`src/sv/lkv_pkg.sv`:
```
`timescale 1ns / 1ps
// Shared types and constants of the LRU key-value cache.
// No dependencies. Imported by the controller, datapath and top level.
package lkv_pkg;

	localparam int CAP_W = 5;
	localparam logic [CAP_W-1:0] CAP_RESET = 5'd16;

	localparam logic OP_GET = 1'b0;
	localparam logic OP_SET = 1'b1;

	typedef struct packed {
		logic capture;
		logic commit;
	} lkv_cmd_t;

	typedef struct packed {
		logic get_pending;
		logic out_blocked;
	} lkv_sts_t;

endpackage

```
`src/sv/lkv_ctrl.sv`:
```
`timescale 1ns / 1ps
// Controller of the LRU key-value cache: two-state sequencer (lookup, update).
// Depends on lkv_pkg.
module lkv_ctrl (
	input  logic              clk,
	input  logic              arst_n,
	input  logic              in_valid,
	output logic              in_stall,
	input  lkv_pkg::lkv_sts_t sts,
	output lkv_pkg::lkv_cmd_t cmd
);
	import lkv_pkg::*;

	localparam logic ST_IDLE = 1'b0;
	localparam logic ST_UPDT = 1'b1;

	logic state_q;
	logic state_d;

	always_comb begin
		state_d     = state_q;
		cmd.capture = 1'b0;
		cmd.commit  = 1'b0;
		case (state_q)
			ST_IDLE: begin
				if (in_valid) begin
					cmd.capture = 1'b1;
					state_d     = ST_UPDT;
				end
			end
			ST_UPDT: begin
				// a get waits while the previous result is still held
				if (!(sts.get_pending && sts.out_blocked)) begin
					cmd.commit = 1'b1;
					state_d    = ST_IDLE;
				end
			end
			default: begin
				state_d = ST_IDLE;
			end
		endcase
	end

	assign in_stall = (state_q != ST_IDLE);

	always_ff @(posedge clk or negedge arst_n) begin
		if (!arst_n) begin
			state_q <= ST_IDLE;
		end else begin
			state_q <= state_d;
		end
	end

endmodule

```
`src/sv/lkv_dp.sv`:
```
`timescale 1ns / 1ps
// Datapath of the LRU key-value cache: entry shift array, parallel key compare,
// fill count, capacity register and result register. Depends on lkv_pkg.
module lkv_dp #(
	parameter int MAX_ENTRIES = 16,
	parameter int KEY_BITS    = 16,
	parameter int VALUE_BITS  = 16
) (
	input  logic                     clk,
	input  logic                     arst_n,
	input  lkv_pkg::lkv_cmd_t        cmd,
	output lkv_pkg::lkv_sts_t        sts,
	input  logic                     cfg_wr_en,
	input  logic [lkv_pkg::CAP_W-1:0] cfg_wr_data,
	input  logic                     op,
	input  logic [KEY_BITS-1:0]      lookup_key,
	input  logic [VALUE_BITS-1:0]    store_value,
	output logic                     out_valid,
	input  logic                     out_stall,
	output logic                     hit,
	output logic [VALUE_BITS-1:0]    read_value
);
	import lkv_pkg::*;

	localparam int CW = $clog2(MAX_ENTRIES + 1);

	function automatic logic [CW-1:0] eff_cap(input logic [CAP_W-1:0] c);
		logic [CW-1:0] r;
		if (c == '0) begin
			r = CW'(1);
		end else if (32'(c) > MAX_ENTRIES) begin
			r = CW'(MAX_ENTRIES);
		end else begin
			r = CW'(c);
		end
		return r;
	endfunction

	logic [KEY_BITS-1:0]   keys_q [MAX_ENTRIES];
	logic [VALUE_BITS-1:0] vals_q [MAX_ENTRIES];
	logic [CW-1:0]         used_q;
	logic [CAP_W-1:0]      cap_q;
	logic [CW-1:0]         cap_eff;
	logic [CW-1:0]         cfg_eff;

	logic [MAX_ENTRIES-1:0] match;
	logic [MAX_ENTRIES-1:0] sh_d;
	logic                   any_hit;
	logic [VALUE_BITS-1:0]  hit_val;
	logic [CW-1:0]          target;

	logic                   op_s1;
	logic                   hit_s1;
	logic                   grow_s1;
	logic [MAX_ENTRIES-1:0] sh_s1;
	logic [KEY_BITS-1:0]    key_s1;
	logic [VALUE_BITS-1:0]  val_s1;

	logic                   out_valid_q;
	logic                   hit_q;
	logic [VALUE_BITS-1:0]  rdata_q;
	logic [VALUE_BITS-1:0]  front_val;

	assign cap_eff = eff_cap(cap_q);
	assign cfg_eff = eff_cap(cfg_wr_data);

	always_comb begin
		hit_val = '0;
		for (int i = 0; i < MAX_ENTRIES; i++) begin
			match[i] = (CW'(i) < used_q) && (keys_q[i] == lookup_key);
			if (match[i]) begin
				hit_val = hit_val | vals_q[i];
			end
		end
		any_hit = |match;
		target  = (used_q < cap_eff) ? used_q : cap_eff - CW'(1);
		for (int i = 0; i < MAX_ENTRIES; i++) begin
			if (any_hit) begin
				sh_d[i] = |(match >> i);
			end else if (op == OP_SET) begin
				sh_d[i] = (CW'(i) <= target);
			end else begin
				sh_d[i] = 1'b0;
			end
		end
	end

	always_ff @(posedge clk) begin
		if (cmd.capture) begin
			op_s1   <= op;
			hit_s1  <= any_hit;
			grow_s1 <= (op == OP_SET) && !any_hit && (used_q < cap_eff);
			sh_s1   <= sh_d;
			key_s1  <= lookup_key;
			val_s1  <= (op == OP_SET) ? store_value : hit_val;
		end
	end

	assign front_val = val_s1;

	always_ff @(posedge clk) begin
		if (cmd.commit) begin
			if (sh_s1[0]) begin
				keys_q[0] <= key_s1;
				vals_q[0] <= front_val;
			end
			for (int i = 1; i < MAX_ENTRIES; i++) begin
				if (sh_s1[i]) begin
					keys_q[i] <= keys_q[i-1];
					vals_q[i] <= vals_q[i-1];
				end
			end
		end
	end

	always_ff @(posedge clk or negedge arst_n) begin
		if (!arst_n) begin
			used_q <= '0;
			cap_q  <= CAP_RESET;
		end else if (cfg_wr_en) begin
			cap_q <= cfg_wr_data;
			if (used_q > cfg_eff) begin
				used_q <= cfg_eff;
			end
		end else if (cmd.commit && grow_s1) begin
			used_q <= used_q + CW'(1);
		end
	end

	// result register
	always_ff @(posedge clk or negedge arst_n) begin
		if (!arst_n) begin
			out_valid_q <= 1'b0;
		end else if (cmd.commit && (op_s1 == OP_GET)) begin
			out_valid_q <= 1'b1;
		end else if (!out_stall) begin
			out_valid_q <= 1'b0;
		end
	end

	always_ff @(posedge clk) begin
		if (cmd.commit && (op_s1 == OP_GET)) begin
			hit_q   <= hit_s1;
			rdata_q <= hit_s1 ? val_s1 : '0;
		end
	end

	assign sts.get_pending = (op_s1 == OP_GET);
	assign sts.out_blocked = out_valid_q && out_stall;

	assign out_valid  = out_valid_q;
	assign hit        = hit_q;
	assign read_value = rdata_q;

endmodule

```
`src/sv/lru_key_value_cache.sv`:
```
`timescale 1ns / 1ps
// Top level of the LRU key-value cache: controller plus datapath.
// Depends on lkv_pkg, lkv_ctrl and lkv_dp.
//
// Holds up to MAX_ENTRIES key/value pairs in recency order, most recent first.
// Each item passes a lookup step, which compares the key with all entries in
// parallel and registers the hit position, then an update step, which shifts the
// entry array one place toward the back and writes the front on a hit or a set.
// A get returns one result (hit flag and value, value zero on a miss); a set
// returns none. A get waits in its update step while the previous result is
// still held by out_stall. capacity_in_use (cfg_wr_data) limits the fill; 0 acts
// as 1, values above MAX_ENTRIES act as MAX_ENTRIES, and lowering it drops the
// oldest pairs. Write it only while the block is idle.
module lru_key_value_cache #(
	parameter int MAX_ENTRIES = 16,
	parameter int KEY_BITS    = 16,
	parameter int VALUE_BITS  = 16
) (
	input  logic                      clk,
	input  logic                      arst_n,
	input  logic                      cfg_wr_en,
	input  logic [lkv_pkg::CAP_W-1:0] cfg_wr_data,
	input  logic                      in_valid,
	output logic                      in_stall,
	input  logic                      op,
	input  logic [KEY_BITS-1:0]       lookup_key,
	input  logic [VALUE_BITS-1:0]     store_value,
	output logic                      out_valid,
	input  logic                      out_stall,
	output logic                      hit,
	output logic [VALUE_BITS-1:0]     read_value
);
	import lkv_pkg::*;

	lkv_cmd_t cmd;
	lkv_sts_t sts;

	lkv_ctrl u_ctrl (
		.clk      (clk),
		.arst_n   (arst_n),
		.in_valid (in_valid),
		.in_stall (in_stall),
		.sts      (sts),
		.cmd      (cmd)
	);

	lkv_dp #(
		.MAX_ENTRIES (MAX_ENTRIES),
		.KEY_BITS    (KEY_BITS),
		.VALUE_BITS  (VALUE_BITS)
	) u_dp (
		.clk         (clk),
		.arst_n      (arst_n),
		.cmd         (cmd),
		.sts         (sts),
		.cfg_wr_en   (cfg_wr_en),
		.cfg_wr_data (cfg_wr_data),
		.op          (op),
		.lookup_key  (lookup_key),
		.store_value (store_value),
		.out_valid   (out_valid),
		.out_stall   (out_stall),
		.hit         (hit),
		.read_value  (read_value)
	);

endmodule

```
`config.mk`:
```
export PLATFORM = sky130hd
export DESIGN_NAME = lru_key_value_cache
export DESIGN_NICKNAME = d
export VERILOG_FILES = /design/src/sv/lkv_pkg.sv /design/src/sv/lkv_ctrl.sv /design/src/sv/lkv_dp.sv /design/src/sv/lru_key_value_cache.sv
export SDC_FILE = /design/constraint.sdc
export NUM_CORES = 1
export LEC_CHECK = 0
export ABC_AREA = 1
export BUFFER_PORTS_ARGS = -buffer_cell sky130_fd_sc_hd__buf_2
export CAP_MARGIN = 20
export CORE_ASPECT_RATIO = 1.2
export CORE_MARGIN = 8
export CORE_UTILIZATION = 60
export CTS_CLUSTER_DIAMETER = 40
export DETAILED_ROUTE_END_ITERATION = 10
export GPL_ROUTABILITY_DRIVEN = 1
export PLACE_DENSITY = 0.77
export RECOVER_POWER = 100
export SYNTH_ARGS = -nofsm -noshare
export SYNTH_HDL_FRONTEND = slang
export SYNTH_SLANG_ARGS = --single-unit
```
`constraint.sdc`:
```
create_clock -name clk -period 3.49 [get_ports clk]
set_input_delay 0.349 -clock clk [delete_from_list [all_inputs] [get_ports clk]]
set_output_delay 0.349 -clock clk [all_outputs]
set_load 0.005 [all_outputs]
```
==> qor.csv <==
metric,value,unit
Post-synth ARST share,2.03,%
most frequent cell after synthesis,nand2_1,
PostCTS Resize Cnt,0,
DRT iter0 DRCs,3775,
clock buffer depth,3,
adder-cell share of the synthesized area,0.462,%
Overflow after GRT,0,
highest cell delay on the worst timing path,0.74,ns
# setup viols final,0,
die area,57000,sq um
CP most frequent cell,nand2_1,
fillers,3776,
Final min period,3.35,ns
"Avg Cell Area, Syn",9.01,sq um
GP Congestion,1.06,
CTS Hold Bufs,3,
critical path's slowest cell,clkbuf_1,
CP required,3.98,ns
DRT Wirelength,113000,microns
CTS Sinks,592,
Hold Crit Depth,3,
final cell count without fillers,4176,
share of post-route cells with drive strength above 1,10.1,%
distinct cell type count after synthesis,51,
clock slew seen by the registers of the worst setup and hold paths,0.06,ns
status,finished with violations,
core area,49100,sq um
CP endpoint kind,register,
Boundary Pins,62,
Fin Clk Skew,0.0211,ns
Post-synth EDFFs,580,
Synth Area in XOR/XNOR,1.22,%
Die X,219,microns
cells after synthesis,3305,
Seq cells post-synth,592,
IO buf count,61,
Crit Path Category,input pin to register,
Simple-Gate Fraction of Synth Area,30.0,%
Yosys top cell area share,58.5,%
footprint of the multi-input gates,9880,sq um
syn_nets,3359,
Synth-to-Final Area Change,12.9,%
Worst path depth,11,
synth cell count leaders,"1249 x nand2_1, 580 x edfxtp_1, 488 x nor2_1, 372 x inv_1, 174 x nand4_1",
Worst Max-Slew Pin Slew,1.69,ns
TNS Setup,0,ns
crit path DAT,3.84,ns
Root Driver,clkbuf_16,
Post-synth top flop,edfxtp_1,
CTS buffer count,81,
register area,17700,sq um
Crit path buffers/inverters,3,
Layout Nets,3527,
RSZ-0062 raised after global routing,no,
Detail Route Antenna Nets,0,
Slew headroom,-12.6,%
Combinational Power Share,21.7,%
maximum fanout along the worst path,15,
fmax,298,MHz
initial antenna violation count,3,
DIE HEIGHT,260,microns
Pint,16.8,mW
cell family with most CP delay,buffers and inverters,
YS warnings,0,
drt pass-1 iters,7,
largest family of logic cells by synthesized area,simple AND/OR/NAND/NOR gates,
"area leader, netlist",edfxtp_1,
Compound-Gate Fraction of Synth Area,1.36,%
Seq pwr share,46.3,%
DR vias,25400,
CP Cell Sequence,"clkbuf_1, inv_2, nand2_1, nand2_1, nor3_1, clkbuf_2, nand3_1, nand3b_1, nor2_1, and3_1, nand2_1",
sequential-to-total area share from yosys stat,59.5,%
failing checks,"capacitance limit, slew limit",
critical path launch point type,input pin,
WL per Instance,27.1,microns
mux contribution to synthesized area,0,%
Residual DRC,0,
Clk pwr share,32.0,%
Worst Reg-to-Reg Cells,9,
initial core utilization,60.6,%
CTS H-tree depth,3,
number of global-route vias before repair,24800,
global-route wire length before repair,162000,microns
Final Max Tran Viols,35,
Synth Cell Area,29800,sq um
ranking of synthesized cells by area,"edfxtp_1 59%, nand2_1 16%, nor2_1 6.2%, inv_1 4.7%, nand4_1 3.7%",
Final Hold Fails,0,
DR vias/cell,6.09,
CTS tree,built,
GR Util All Layers,39.6,%
P per Cell Area,772,nW/um^2
later-pin clock latency in the skew report,0.64,ns
num rows,89,
setup bufs post-CTS,0,
Switching Fraction,35.4,%
Tcrit/Tclk final,96.1,%
Leakage Power,15.2,nW
Max Cap Violations,2,
Peak VDD IR,589,uV
post-placement cell count,4024,
P_sw,9.19,mW
largest net degree at the start of global routing,33,
detailed placement HPWL,83000,microns
ant diodes,0,
Hold Path Class,input pin to register,
[registers in the layout, indices dropped and copies added (netlist names)]
name	cells
u_dp.read_value	16
u_dp.hit	1
u_dp.used_q	5
u_dp.keys_q	256
u_dp.cap_q	5
u_dp.op_s1	1
u_dp.out_valid	1
u_dp.vals_q	256
u_dp.key_s1	16
u_dp.grow_s1	1
u_dp.sh_s1	16
u_dp.front_val	16
u_ctrl.in_stall	1
u_dp.hit_s1	1
[path summary, 6_finish.rpt]
check / startpoint / to / slack [ns]
worst max-delay path: lookup_key[4] / u_dp.sh_s1[6]$_DFFE_PP_ / 0.14
worst min-delay path: in_valid / u_ctrl.in_stall$_DFF_PN0_ / 0.02
worst max register to register: u_dp.used_q[3]$_DFFE_PN0P_ / u_dp.sh_s1[10]$_DFFE_PP_ / 0.24
worst min register to register: u_dp.key_s1[3]$_DFFE_PP_ / u_dp.keys_q[0][3]$_DFFE_PP_ / 0.42
max in group asynchronous: arst_n / u_dp.cap_q[3]$_DFFE_PN0P_ / 2.66
min in group asynchronous: arst_n / u_dp.used_q[1]$_DFFE_PN0P_ / 0.33
[kinds of logic after synthesis]
logic type | Yosys count
flip-flops | 592
XOR/XNOR | 38
AND/OR/NAND/NOR | 2108
buffers and inverters | 482
adder cells (fa/ha/maj) | 11
AO/OA/AOI/OAI | 74
[area by class of cell]
cell class,instances,area share (%)
multi-input combinational,2231,29.4
clock buffer,91,6.39
inverter,403,4.61
sequential,592,52.7
timing repair buffer,164,2.95
tap,637,2.37
clock inverter,58,1.60
[worst register-to-register path, stage by stage, from the launching register on]
cell     delay (ns)
dfrtp_1        0.57
inv_1          0.25
o21ai_1        0.81
nand3_1        0.57
nand2_1        0.28
nor2_2         0.05
nand2_1        0.08
nor2_2         0.13
nand2_1        0.20
nand2_1        0.07
[routing by layer]
layer	share of wire, %	wire length (microns)	vias to the layer above	global-route usage [%]
li1	-	-	11100	-
met2	47	52800	1977	64.3
met3	11	12900	560	10.2
met4	9.3	10600	4	30.7
met5	0.023	26	-	0
met1	32	36700	11800	44.2
[per-stage QoR]
stage | total power, mW | utilization, % | hold slack, ns | area, sq um | setup slack, ns
final | 26.0 | 68.5 | 0.0182 | 33600 | 0.137
after global routing | 26.8 | 68.5 | 0.0217 | 33600 | 0.0953
after CTS | 25.8 | 68.9 | 0.0130 | 33800 | 0.449
after detailed placement | 17.5 | 63.3 | 0.260 | 31100 | 0.454
after global placement | 17.4 | 63.3 | 0.256 | 31100 | 0.460
after floorplan | 14.8 | - | 0.0534 | 29800 | 0.474
[layout by cell type (no fill, tap or decap), types with 15 or more instances in the layout]
cell,n
nand2_1,1250
edfxtp_1,580
nor2_1,479
inv_1,373
nand4_1,174
nand3_1,93
clkbuf_16,85
buf_4,66
clkbuf_1,50
buf_2,33
o21ai_0,29
a21oi_1,22
nor2_4,21
nor2_2,19
and2_1,19
xor2_1,19
clkinv_1,17
nand2_2,16
xnor2_1,15
clkbuf_2,15
[power groups by stage]
stage	sequential, mW	combinational (mW)	clock, mW
after floorplan	11.3	3.56	0
after global placement	12.0	5.45	0
after detailed placement	12.0	5.56	0
after CTS	11.9	5.60	8.30
after global routing	12.1	6.08	8.60
final	12.0	5.63	8.32
Power figures use the tool's default switching activity.
